$ cat src/hdl/nnq_pkg.sv
// ----------------------------------------------------------------------------
// nnq_pkg
// Shared types, widths and note table helpers for the nearest note quantizer.
// ----------------------------------------------------------------------------
package nnq_pkg;

    // field widths
    localparam int FREQ_W  = 15;
    localparam int ERR_W   = 16;
    localparam int DIST_W  = 15;
    localparam int NOTE_W  = 4;
    localparam int OCT_W   = 3;
    localparam int STATE_W = 2;
    localparam int TOL_W   = 8;

    // table shape and fixed point
    localparam int NOTES          = 12;
    localparam int OCTAVES_DEF    = 4;
    localparam int FRAC_BITS_DEF  = 4;
    localparam int BASE_FRAC      = 16;
    localparam int FREQ_MAX       = 32767;
    localparam int OCTAVE_FIRST   = 2;
    localparam int GROUP          = 4;

    // tolerance after reset, one hertz at four fraction bits
    localparam logic [TOL_W-1:0] TOL_RESET = 8'd16;

    typedef enum logic [STATE_W-1:0] {
        TUNE_SHARP = 2'd0,
        TUNE_FLAT  = 2'd1,
        TUNE_IN    = 2'd2
    } tune_state_t;

    // octave-2 note frequencies with 16 fraction bits
    function automatic logic [31:0] base_freq(input int note);
        logic [31:0] f;
        unique case (note)
            0:       f = 32'd4286473;
            1:       f = 32'd4541360;
            2:       f = 32'd4811404;
            3:       f = 32'd5097505;
            4:       f = 32'd5400618;
            5:       f = 32'd5721755;
            6:       f = 32'd6061989;
            7:       f = 32'd6422453;
            8:       f = 32'd6804352;
            9:       f = 32'd7208960;
            10:      f = 32'd7637627;
            default: f = 32'd8091784;
        endcase
        return f;
    endfunction

    // table entry: base shifted up by octave column, rounded half up, saturated
    function automatic logic [FREQ_W-1:0] table_entry(input int note, input int col,
                                                      input int frac_bits);
        logic [63:0] v;
        int          sh;
        sh = BASE_FRAC - frac_bits;
        v  = 64'(base_freq(note)) << col;
        v  = (v + (64'd1 << (sh - 1))) >> sh;
        if (v > 64'(FREQ_MAX))
        begin
            v = 64'(FREQ_MAX);
        end
        return v[FREQ_W-1:0];
    endfunction

    // candidate count entering reduction stage k
    function automatic int stage_count(input int n, input int k);
        int c;
        c = n;
        for (int s = 0; s < k; s++)
        begin
            c = (c + GROUP - 1) / GROUP;
        end
        return c;
    endfunction

    // number of reduction stages down to one candidate
    function automatic int reduce_stages(input int n);
        int c;
        int s;
        c = n;
        s = 0;
        while (c > 1)
        begin
            c = (c + GROUP - 1) / GROUP;
            s++;
        end
        return s;
    endfunction

endpackage

$ cat src/hdl/nnq_if.sv
// ----------------------------------------------------------------------------
// nnq_if
// Request channels of the quantizer: measured frequency in, note result out.
// ----------------------------------------------------------------------------
interface nnq_in_if;
    import nnq_pkg::*;

    logic              valid;
    logic              ready;
    logic [FREQ_W-1:0] freq_hz;

    modport source (output valid, output freq_hz, input ready);
    modport sink   (input valid, input freq_hz, output ready);
endinterface

interface nnq_out_if;
    import nnq_pkg::*;

    logic                     valid;
    logic                     ready;
    logic [NOTE_W-1:0]        note_class;
    logic [OCT_W-1:0]         octave_number;
    logic [FREQ_W-1:0]        nearest_freq;
    logic signed [ERR_W-1:0]  freq_error;
    logic [STATE_W-1:0]       tune_state;

    modport source (output valid, output note_class, output octave_number,
                    output nearest_freq, output freq_error, output tune_state,
                    input ready);
    modport sink   (input valid, input note_class, input octave_number,
                    input nearest_freq, input freq_error, input tune_state,
                    output ready);
endinterface

$ cat src/hdl/nnq_dist.sv
// ----------------------------------------------------------------------------
// nnq_dist
// First stage: absolute distance from the measurement to every table entry.
// ----------------------------------------------------------------------------
module nnq_dist #(
    parameter int OCTAVES   = nnq_pkg::OCTAVES_DEF,
    parameter int FRAC_BITS = nnq_pkg::FRAC_BITS_DEF,
    parameter int N         = nnq_pkg::NOTES * OCTAVES
) (
    input  logic                                  clk,
    input  logic                                  rst_n,
    input  logic                                  en,
    input  logic                                  in_valid,
    input  logic [nnq_pkg::FREQ_W-1:0]            in_freq,
    output logic                                  valid_reg,
    output logic [nnq_pkg::FREQ_W-1:0]            meas_reg,
    output logic [N-1:0][nnq_pkg::DIST_W-1:0]     dist_reg
);
    import nnq_pkg::*;

    logic [N-1:0][DIST_W-1:0] dist_next;

    // one subtract and magnitude per table entry
    for (genvar i = 0; i < N; i++)
    begin : g_entry
        localparam logic [FREQ_W-1:0] ENTRY =
            table_entry(i / OCTAVES, i % OCTAVES, FRAC_BITS);
        logic [ERR_W-1:0] d;
        assign d = {1'b0, ENTRY} - {1'b0, in_freq};
        assign dist_next[i] = d[ERR_W-1] ? DIST_W'(~d + 1'b1) : d[DIST_W-1:0];
    end

    // valid bit
    always_ff @(posedge clk or negedge rst_n)
    begin
        if (!rst_n)
        begin
            valid_reg <= 1'b0;
        end
        else if (en)
        begin
            valid_reg <= in_valid;
        end
    end

    // payload
    always_ff @(posedge clk)
    begin
        if (en)
        begin
            meas_reg <= in_freq;
            dist_reg <= dist_next;
        end
    end

endmodule

$ cat src/hdl/nnq_reduce.sv
// ----------------------------------------------------------------------------
// nnq_reduce
// One registered stage of the minimum search: four candidates to one.
// ----------------------------------------------------------------------------
module nnq_reduce #(
    parameter int N     = nnq_pkg::NOTES * nnq_pkg::OCTAVES_DEF,
    parameter int N_IN  = N,
    parameter int IDX_W = $clog2(N)
) (
    input  logic                               clk,
    input  logic                               rst_n,
    input  logic                               en,
    input  logic                               in_valid,
    input  logic [nnq_pkg::FREQ_W-1:0]         in_meas,
    input  logic [N-1:0][nnq_pkg::DIST_W-1:0]  in_dist,
    input  logic [N-1:0][IDX_W-1:0]            in_idx,
    output logic                               valid_reg,
    output logic [nnq_pkg::FREQ_W-1:0]         meas_reg,
    output logic [N-1:0][nnq_pkg::DIST_W-1:0]  dist_out,
    output logic [N-1:0][IDX_W-1:0]            idx_out
);
    import nnq_pkg::*;

    localparam int N_OUT = (N_IN + GROUP - 1) / GROUP;

    logic [N_OUT-1:0][DIST_W-1:0] dist_next;
    logic [N_OUT-1:0][IDX_W-1:0]  idx_next;
    logic [N_OUT-1:0][DIST_W-1:0] dist_reg;
    logic [N_OUT-1:0][IDX_W-1:0]  idx_reg;

    // pairwise picks, the lower position wins a tie
    always_comb
    begin
        logic [GROUP-1:0][DIST_W-1:0] cd;
        logic [GROUP-1:0][IDX_W-1:0]  ci;
        logic [DIST_W-1:0]            d01;
        logic [DIST_W-1:0]            d23;
        logic [IDX_W-1:0]             i01;
        logic [IDX_W-1:0]             i23;
        for (int g = 0; g < N_OUT; g++)
        begin
            for (int m = 0; m < GROUP; m++)
            begin
                if (g * GROUP + m < N_IN)
                begin
                    cd[m] = in_dist[g * GROUP + m];
                    ci[m] = in_idx[g * GROUP + m];
                end
                else
                begin
                    cd[m] = '1;
                    ci[m] = '0;
                end
            end
            if (cd[1] < cd[0])
            begin
                d01 = cd[1];
                i01 = ci[1];
            end
            else
            begin
                d01 = cd[0];
                i01 = ci[0];
            end
            if (cd[3] < cd[2])
            begin
                d23 = cd[3];
                i23 = ci[3];
            end
            else
            begin
                d23 = cd[2];
                i23 = ci[2];
            end
            if (d23 < d01)
            begin
                dist_next[g] = d23;
                idx_next[g]  = i23;
            end
            else
            begin
                dist_next[g] = d01;
                idx_next[g]  = i01;
            end
        end
    end

    // valid bit
    always_ff @(posedge clk or negedge rst_n)
    begin
        if (!rst_n)
        begin
            valid_reg <= 1'b0;
        end
        else if (en)
        begin
            valid_reg <= in_valid;
        end
    end

    // payload
    always_ff @(posedge clk)
    begin
        if (en)
        begin
            meas_reg <= in_meas;
            dist_reg <= dist_next;
            idx_reg  <= idx_next;
        end
    end

    // surviving candidates at the low positions, the rest tied off
    always_comb
    begin
        dist_out = '0;
        idx_out  = '0;
        for (int g = 0; g < N_OUT; g++)
        begin
            dist_out[g] = dist_reg[g];
            idx_out[g]  = idx_reg[g];
        end
    end

endmodule

$ cat src/hdl/nnq_result.sv
// ----------------------------------------------------------------------------
// nnq_result
// Last stage: table lookup of the winner, signed error, tune state, output.
// ----------------------------------------------------------------------------
module nnq_result #(
    parameter int OCTAVES   = nnq_pkg::OCTAVES_DEF,
    parameter int FRAC_BITS = nnq_pkg::FRAC_BITS_DEF,
    parameter int N         = nnq_pkg::NOTES * OCTAVES,
    parameter int IDX_W     = $clog2(N)
) (
    input  logic                        clk,
    input  logic                        rst_n,
    input  logic                        en,
    input  logic                        in_valid,
    input  logic [nnq_pkg::FREQ_W-1:0]  in_meas,
    input  logic [IDX_W-1:0]            in_idx,
    input  logic [nnq_pkg::TOL_W-1:0]   tol,
    nnq_out_if.source                   res
);
    import nnq_pkg::*;

    logic [FREQ_W-1:0]        entry_tab [N];
    logic [NOTE_W-1:0]        note_tab [N];
    logic [OCT_W-1:0]         oct_tab [N];
    logic [FREQ_W-1:0]        freq;
    logic [ERR_W-1:0]         diff;
    logic [ERR_W-1:0]         mag;
    tune_state_t              state_next;

    logic                     valid_reg;
    logic [NOTE_W-1:0]        note_reg;
    logic [OCT_W-1:0]         oct_reg;
    logic [FREQ_W-1:0]        freq_reg;
    logic [ERR_W-1:0]         diff_reg;
    tune_state_t              state_reg;

    // constant note table with note class and octave per entry
    for (genvar i = 0; i < N; i++)
    begin : g_tab
        assign entry_tab[i] = table_entry(i / OCTAVES, i % OCTAVES, FRAC_BITS);
        assign note_tab[i]  = NOTE_W'(i / OCTAVES);
        assign oct_tab[i]   = OCT_W'(i % OCTAVES + OCTAVE_FIRST);
    end

    // error and its magnitude
    assign freq = entry_tab[in_idx];
    assign diff = {1'b0, freq} - {1'b0, in_meas};
    assign mag  = diff[ERR_W-1] ? (~diff + 1'b1) : diff;

    // tolerance band, its edges count as out of tune
    always_comb
    begin
        priority if (mag < ERR_W'(tol))
        begin
            state_next = TUNE_IN;
        end
        else if (diff[ERR_W-1])
        begin
            state_next = TUNE_SHARP;
        end
        else
        begin
            state_next = TUNE_FLAT;
        end
    end

    // output valid
    always_ff @(posedge clk or negedge rst_n)
    begin
        if (!rst_n)
        begin
            valid_reg <= 1'b0;
        end
        else if (en)
        begin
            valid_reg <= in_valid;
        end
    end

    // output payload
    always_ff @(posedge clk)
    begin
        if (en)
        begin
            note_reg  <= note_tab[in_idx];
            oct_reg   <= oct_tab[in_idx];
            freq_reg  <= freq;
            diff_reg  <= diff;
            state_reg <= state_next;
        end
    end

    assign res.valid         = valid_reg;
    assign res.note_class    = note_reg;
    assign res.octave_number = oct_reg;
    assign res.nearest_freq  = freq_reg;
    assign res.freq_error    = diff_reg;
    assign res.tune_state    = state_reg;

endmodule

$ cat src/hdl/nearest_note_quantizer.sv
// ----------------------------------------------------------------------------
// nearest_note_quantizer
// Maps a measured frequency to the nearest equal-tempered note and grades it.
// ----------------------------------------------------------------------------
// Takes one measured frequency per clock unless the held output stalls it, and
// returns one result per request, in order: one stage forms all distances to
// the note table, then a tree of registered four-way minimum stages finds the
// nearest entry (lowest table index on a tie), and a last stage forms the
// signed error and tune state.
// The whole pipeline moves as one; when the output request is not taken it
// holds, and the input is ready again as soon as the output moves.
module nearest_note_quantizer #(
    parameter int OCTAVES   = nnq_pkg::OCTAVES_DEF,
    parameter int FRAC_BITS = nnq_pkg::FRAC_BITS_DEF
) (
    input  logic                       clk,
    input  logic                       rst_n,
    input  logic                       cfg_wr_en,
    input  logic [nnq_pkg::TOL_W-1:0]  cfg_wr_data,
    nnq_in_if.sink                     freq_in,
    nnq_out_if.source                  note_out
);
    import nnq_pkg::*;

    localparam int N      = NOTES * OCTAVES;
    localparam int IDX_W  = $clog2(N);
    localparam int STAGES = reduce_stages(N);

    logic                     pipe_en;
    logic [TOL_W-1:0]         tol_reg;

    logic                     valid_s [STAGES+1];
    logic [FREQ_W-1:0]        meas_s  [STAGES+1];
    logic [N-1:0][DIST_W-1:0] dist_s  [STAGES+1];
    logic [N-1:0][IDX_W-1:0]  idx_s   [STAGES+1];

    // pipeline advances unless a finished result is held
    assign pipe_en       = !note_out.valid || note_out.ready;
    assign freq_in.ready = pipe_en;

    // tolerance register
    always_ff @(posedge clk or negedge rst_n)
    begin
        if (!rst_n)
        begin
            tol_reg <= TOL_RESET;
        end
        else if (cfg_wr_en)
        begin
            tol_reg <= cfg_wr_data;
        end
    end

    // distance stage
    nnq_dist #(
        .OCTAVES   (OCTAVES),
        .FRAC_BITS (FRAC_BITS),
        .N         (N)
    ) u_dist (
        .clk       (clk),
        .rst_n     (rst_n),
        .en        (pipe_en),
        .in_valid  (freq_in.valid),
        .in_freq   (freq_in.freq_hz),
        .valid_reg (valid_s[0]),
        .meas_reg  (meas_s[0]),
        .dist_reg  (dist_s[0])
    );

    // table positions as starting indexes
    for (genvar i = 0; i < N; i++)
    begin : g_idx
        assign idx_s[0][i] = IDX_W'(i);
    end

    // minimum search tree
    for (genvar k = 0; k < STAGES; k++)
    begin : g_red
        nnq_reduce #(
            .N     (N),
            .N_IN  (stage_count(N, k)),
            .IDX_W (IDX_W)
        ) u_reduce (
            .clk       (clk),
            .rst_n     (rst_n),
            .en        (pipe_en),
            .in_valid  (valid_s[k]),
            .in_meas   (meas_s[k]),
            .in_dist   (dist_s[k]),
            .in_idx    (idx_s[k]),
            .valid_reg (valid_s[k+1]),
            .meas_reg  (meas_s[k+1]),
            .dist_out  (dist_s[k+1]),
            .idx_out   (idx_s[k+1])
        );
    end

    // result stage
    nnq_result #(
        .OCTAVES   (OCTAVES),
        .FRAC_BITS (FRAC_BITS),
        .N         (N),
        .IDX_W     (IDX_W)
    ) u_result (
        .clk      (clk),
        .rst_n    (rst_n),
        .en       (pipe_en),
        .in_valid (valid_s[STAGES]),
        .in_meas  (meas_s[STAGES]),
        .in_idx   (idx_s[STAGES][0]),
        .tol      (tol_reg),
        .res      (note_out)
    );

endmodule

$ cat src/flat_wrapper.sv
// flat-port wrapper written by rule: the top's interface ports become plain ports
module nearest_note_quantizer_flat import nnq_pkg::*;
#(
    parameter int OCTAVES   = nnq_pkg::OCTAVES_DEF,
    parameter int FRAC_BITS = nnq_pkg::FRAC_BITS_DEF
)
  (clk, rst_n, cfg_wr_en, cfg_wr_data, freq_in_valid, freq_in_freq_hz, freq_in_ready, note_out_valid, note_out_note_class, note_out_octave_number, note_out_nearest_freq, note_out_freq_error, note_out_tune_state, note_out_ready);
  nnq_in_if freq_in_i ();
  nnq_out_if note_out_i ();
  input  logic clk;
  input  logic rst_n;
  input  logic cfg_wr_en;
  input  logic [nnq_pkg::TOL_W-1:0] cfg_wr_data;
  input wire logic [$bits(freq_in_i.valid)-1:0] freq_in_valid;
  input wire logic [$bits(freq_in_i.freq_hz)-1:0] freq_in_freq_hz;
  output wire logic [$bits(freq_in_i.ready)-1:0] freq_in_ready;
  output wire logic [$bits(note_out_i.valid)-1:0] note_out_valid;
  output wire logic [$bits(note_out_i.note_class)-1:0] note_out_note_class;
  output wire logic [$bits(note_out_i.octave_number)-1:0] note_out_octave_number;
  output wire logic [$bits(note_out_i.nearest_freq)-1:0] note_out_nearest_freq;
  output wire logic [$bits(note_out_i.freq_error)-1:0] note_out_freq_error;
  output wire logic [$bits(note_out_i.tune_state)-1:0] note_out_tune_state;
  input wire logic [$bits(note_out_i.ready)-1:0] note_out_ready;
  assign freq_in_i.valid = freq_in_valid;
  assign freq_in_i.freq_hz = freq_in_freq_hz;
  assign freq_in_ready = freq_in_i.ready;
  assign note_out_valid = note_out_i.valid;
  assign note_out_note_class = note_out_i.note_class;
  assign note_out_octave_number = note_out_i.octave_number;
  assign note_out_nearest_freq = note_out_i.nearest_freq;
  assign note_out_freq_error = note_out_i.freq_error;
  assign note_out_tune_state = note_out_i.tune_state;
  assign note_out_i.ready = note_out_ready;
  nearest_note_quantizer #(.OCTAVES(OCTAVES), .FRAC_BITS(FRAC_BITS)) u_core (.clk(clk), .rst_n(rst_n), .cfg_wr_en(cfg_wr_en), .cfg_wr_data(cfg_wr_data), .freq_in(freq_in_i), .note_out(note_out_i));
endmodule
$ cat config.mk
export PLATFORM = sky130hd
export DESIGN_NAME = nearest_note_quantizer_flat
export DESIGN_NICKNAME = d
export VERILOG_FILES = /design/src/hdl/nnq_pkg.sv /design/src/hdl/nnq_if.sv /design/src/hdl/nnq_dist.sv /design/src/hdl/nnq_reduce.sv /design/src/hdl/nnq_result.sv /design/src/hdl/nearest_note_quantizer.sv /design/src/flat_wrapper.sv
export SDC_FILE = /design/constraint.sdc
export NUM_CORES = 2
export LEC_CHECK = 0
export BUFFER_PORTS_ARGS = -buffer_cell sky130_fd_sc_hd__buf_2
export CORE_UTILIZATION = 40
export DETAILED_ROUTE_END_ITERATION = 8
export GPL_TIMING_DRIVEN = 0
export PLACE_DENSITY = 0.52
export SKIP_LAST_GASP = 1
export SLEW_MARGIN = 20
export SYNTH_ARGS = -nofsm -noshare
export SYNTH_HDL_FRONTEND = slang
export SYNTH_SLANG_ARGS = --single-unit
$ cat constraint.sdc
create_clock -name clk -period 47 [get_ports clk]
set_clock_uncertainty 0.05 [all_clocks]
set_input_delay 2.35 -clock clk [delete_from_list [all_inputs] [get_ports clk]]
set_output_delay 2.35 -clock clk [all_outputs]
set_load 0.02 [all_outputs]
==> impl_metrics.toml <==
[layout]
nets = 9072
fillers = 18560
area_growth_pct = 13.45
fin_area_sq_um = 90490
fin_cells = 11130
largest_reg_flops = 694
final_util_pct = 45.79
drive_above_1_share_pct = 9.379

[floorplanning]
rows = 163
die-area_sq_um = 201200
initial_utilization_pct = 40.36
pin_count = 70
die_w_um = 448.6
die_h_um = 448.6
core_area_sq_um = 197600

[drt]
vias = 71010
drt-wirelength-per-cell_um = 40.64
dr.pass1.iters = 9
routed_via_density = 6.379
drt_iter0_markers = 11000
drcViolationCount = 33
dr.max_layer_used = "met5"
postRouteAntennaNets = 0
wl_um = 452400
dr_wl_met2_um = 178700
wl_met1_um = 180600
dr_wl_met3_um = 58270

[placement]
post-place-ws_ps = 37400
io_buffers = 68
routabilityCongestion = 1.104
placedCellCount = 10850
dp_hpwl_um = 355100
place_area_sq_um = 86340

[power_and_ir_drop]
p_comb_share_pct = 56.0
p_sw_mw = 2.872
total_power_mw = 6.262
switching_share_pct = 45.87
seqPwrFrac_pct = 28.7
power_density_nw_per_um2 = 69.20
internal_power_mw = 3.390
p_leak_nw = 38.47
pwr-share-clk_pct = 15.3
peakVddDrop_v = 0.00004859

[yosys]
ys_seq_area_share_pct = 40.31
synth_warnings = 0
synth.area.top_cells = "edfxtp_1, ha_1, xnor2_1, mux2i_1, inv_1"
synth.distinct_cells = 103
synth_top_cell_area_share_pct = 39.90
yosysTopAreaCell = "edfxtp_1"
synthFlopType = "edfxtp_1"
syn_area_per_cell_sq_um = 9.926
synth_xor_area_share_pct = 10.50
synthMuxAreaShare_pct = 8.994
synth_edf_count = 1060
syn-num-nets = 8782
ys_ff_latch = 1073
syn_inst = 8036
synth-simple-area-share_pct = 10.70
async_flop_share_pct = 1.212
synthesis.area_sq_um = 79770
synth_fa_ha_area_share_pct = 11.27
synth_top_family_by_area = "compound AO/OA/AOI/OAI gates"
synth_compound_area_share_pct = 12.67

[timing]
setup_ws_ps = 37740
finalCritPeriodShare_pct = 19.71
worst_slew_pin_slew_ps = 1401
drv_slew = 0
holdWs_ps = 354.9
rsz0062_at_grt = "no"
finalSetupTns_ps = 0
fin_crit_ps = 9263
setup_viol = 0
relSlewSlack_pct = 6.239
fmax_mhz = 108.0
hold_viol_final = 0

[setup_path]
critPathRequiredTime_ps = 47490
slowest_stage = "buf_1"
r2r_cells = 27
path_buf_inv = 6
startpoint_type = "primary input"
cp-end-kind = "flop"
path_max_fanout = 10
cp_top_family = "buffers and inverters"
reg2reg_from = "u_core.g_red[2].u_reduce.idx_reg[1]$_DFFE_PP_"
worstSetupPathType = "in2reg"
rrSetupSlack_ps = 39740
path_depth = 14
r2r-end = "u_core.u_result.res.tune_state[1]$_SDFFCE_PN1P_"
critPathArrivalTime_ps = 9750
path_common_cell = "buf_2"
slowest_delay_ps = 940
cp_cell_sequence = "buf_2 > inv_1 > clkbuf_2 > buf_2 > buf_12 > ha_1 > buf_1 > nor2_1 > xnor2_1 > nor4_2 > nor3b_2 > nand2_1 > a32o_1 > nor3_1"

[clocking]
clock_sink_count = 1073
clk_pin_slew_worst_paths_ps = 60
worstSkewPairLatency_ps = 820
ctsHtreeMaxLevel = 3
tritoncts = "done"
clock_tree.root_cell = "clkbuf_16"
cts_hold_buf = 0
cts-resized-gates = 0
cts_made_buffers = 116
ctsLongestPathBuffers = 3
post-cts-setup-buffers = 0

[job]
maxCapViolCount = 0

[global_routing]
grt_first_pass_wirelength_um = 586700
grt_max_degree = 60
grt_overflow_total = 0
antenna_found_initial = 89
grt_pass1_vias = 65290
grt_use_total_pct = 43.64

[hold_path]
hp-class = "reg2reg"
holdPathStages = 0
hp-start = "u_core.g_red[0].u_reduce.meas_reg[2]$_DFFE_PP_"
holdPathEnd = "u_core.g_red[1].u_reduce.meas_reg[2]$_DFFE_PP_"

[status]
outcome = "complete, but fails checks"
violations = "DRC"
-- routing by layer --
layer / vias to the layer above / track usage (%)
li1: 29360 / -
met1: 35270 / 55.68
met2: 5011 / 60.47
met3: 1342 / 18.14
met4: 31 / 26.96
met5: - / 1.634
-- cells in the mapped netlist (29+ instances only) --
| cell type | n |
|---|---|
| edfxtp_1 | 1060 |
| xnor2_1 | 806 |
| inv_1 | 727 |
| ha_1 | 717 |
| mux2i_1 | 647 |
| nor2_1 | 617 |
| nand2_1 | 590 |
| a21oi_1 | 503 |
| o21ai_0 | 321 |
| clkbuf_1 | 208 |
| a21o_1 | 144 |
| xor2_1 | 135 |
| nand3_1 | 124 |
| nor3_1 | 106 |
| a31oi_1 | 95 |
| nand4_1 | 86 |
| o21ai_1 | 82 |
| buf_2 | 79 |
| buf_1 | 73 |
| o31ai_1 | 68 |
| nand2b_1 | 65 |
| o21a_1 | 62 |
| mux2_2 | 54 |
| nor2b_1 | 50 |
| o211ai_1 | 48 |
| and2_1 | 41 |
| a211oi_1 | 36 |
| and3_1 | 29 |
-- cell families after synthesis --
family | after synthesis
buffers and inverters | 1114
muxes | 707
AOI/OAI and AO/OA | 1612
other | 1
adders and majority gates | 718
and+or+nand+nor | 1862
xor gates and xnor gates | 949
DFF | 1073
-- layout by cell type (no fill, tap or decap), types with 27 or more instances in the layout --
master,instances
a211oi_1,35
buf_2,197
nand4_1,86
clkbuf_16,117
diode_2,70
edfxtp_1,1060
mux2_2,54
clkbuf_1,126
and2_1,41
nor2_1,595
xnor2_1,792
o31ai_1,68
nor2b_1,49
mux2i_1,635
and3_1,29
clkbuf_2,100
a31oi_1,95
o211ai_1,48
o21a_1,62
o21ai_0,320
xor2_1,133
inv_1,727
a21oi_1,502
nand2b_1,65
and4_1,27
ha_1,717
buf_16,62
nor3_1,103
a21o_1,144
nand3_1,123
nand2_1,587
o21ai_1,81
-- how the worst max path moves through the flow --
stage / startpoint / to / slack [ps]
after global routing: freq_in_freq_hz[2] / u_core.u_dist.dist_reg[537]$_DFFE_PP_ / 38150
after detailed placement: freq_in_freq_hz[2] / u_core.u_dist.dist_reg[537]$_DFFE_PP_ / 37400
after CTS: freq_in_freq_hz[2] / u_core.u_dist.dist_reg[537]$_DFFE_PP_ / 38260
after floorplan: note_out_ready / u_core.g_red[0].u_reduce.valid_reg$_DFFE_PN0P_ / 11710
after global placement: note_out_ready / freq_in_ready / -2650
final: freq_in_freq_hz[2] / u_core.u_dist.dist_reg[537]$_DFFE_PP_ / 37740
-- power by group through the flow --
stage / logic [mW] / registers [mW] / clock network, mW
after global routing: 3.77 / 1.82 / 1.01
after detailed placement: 3.41 / 1.81 / 0
after floorplan: 2.20 / 2.00 / 0
final: 3.51 / 1.80 / 0.959
after CTS: 3.43 / 1.79 / 0.971
after global placement: 3.28 / 2.21 / 0
-- final cells by class --
type                    count  area (sq um)  share of cell area [%]
well taps                2640          3303                   3.650
clock inverters            79         940.9                   1.040
multi-input cells        5849         43600                   48.18
diodes                     70         175.2                  0.1936
inverters                 735          2759                   3.049
plain buffers             379          1857                   2.052
flip-flops and latches   1073         32160                   35.54
clock buffers             136          2999                   3.314
repair buffers            172          2706                   2.991
Note: power is estimated with default switching activity, not from simulation.
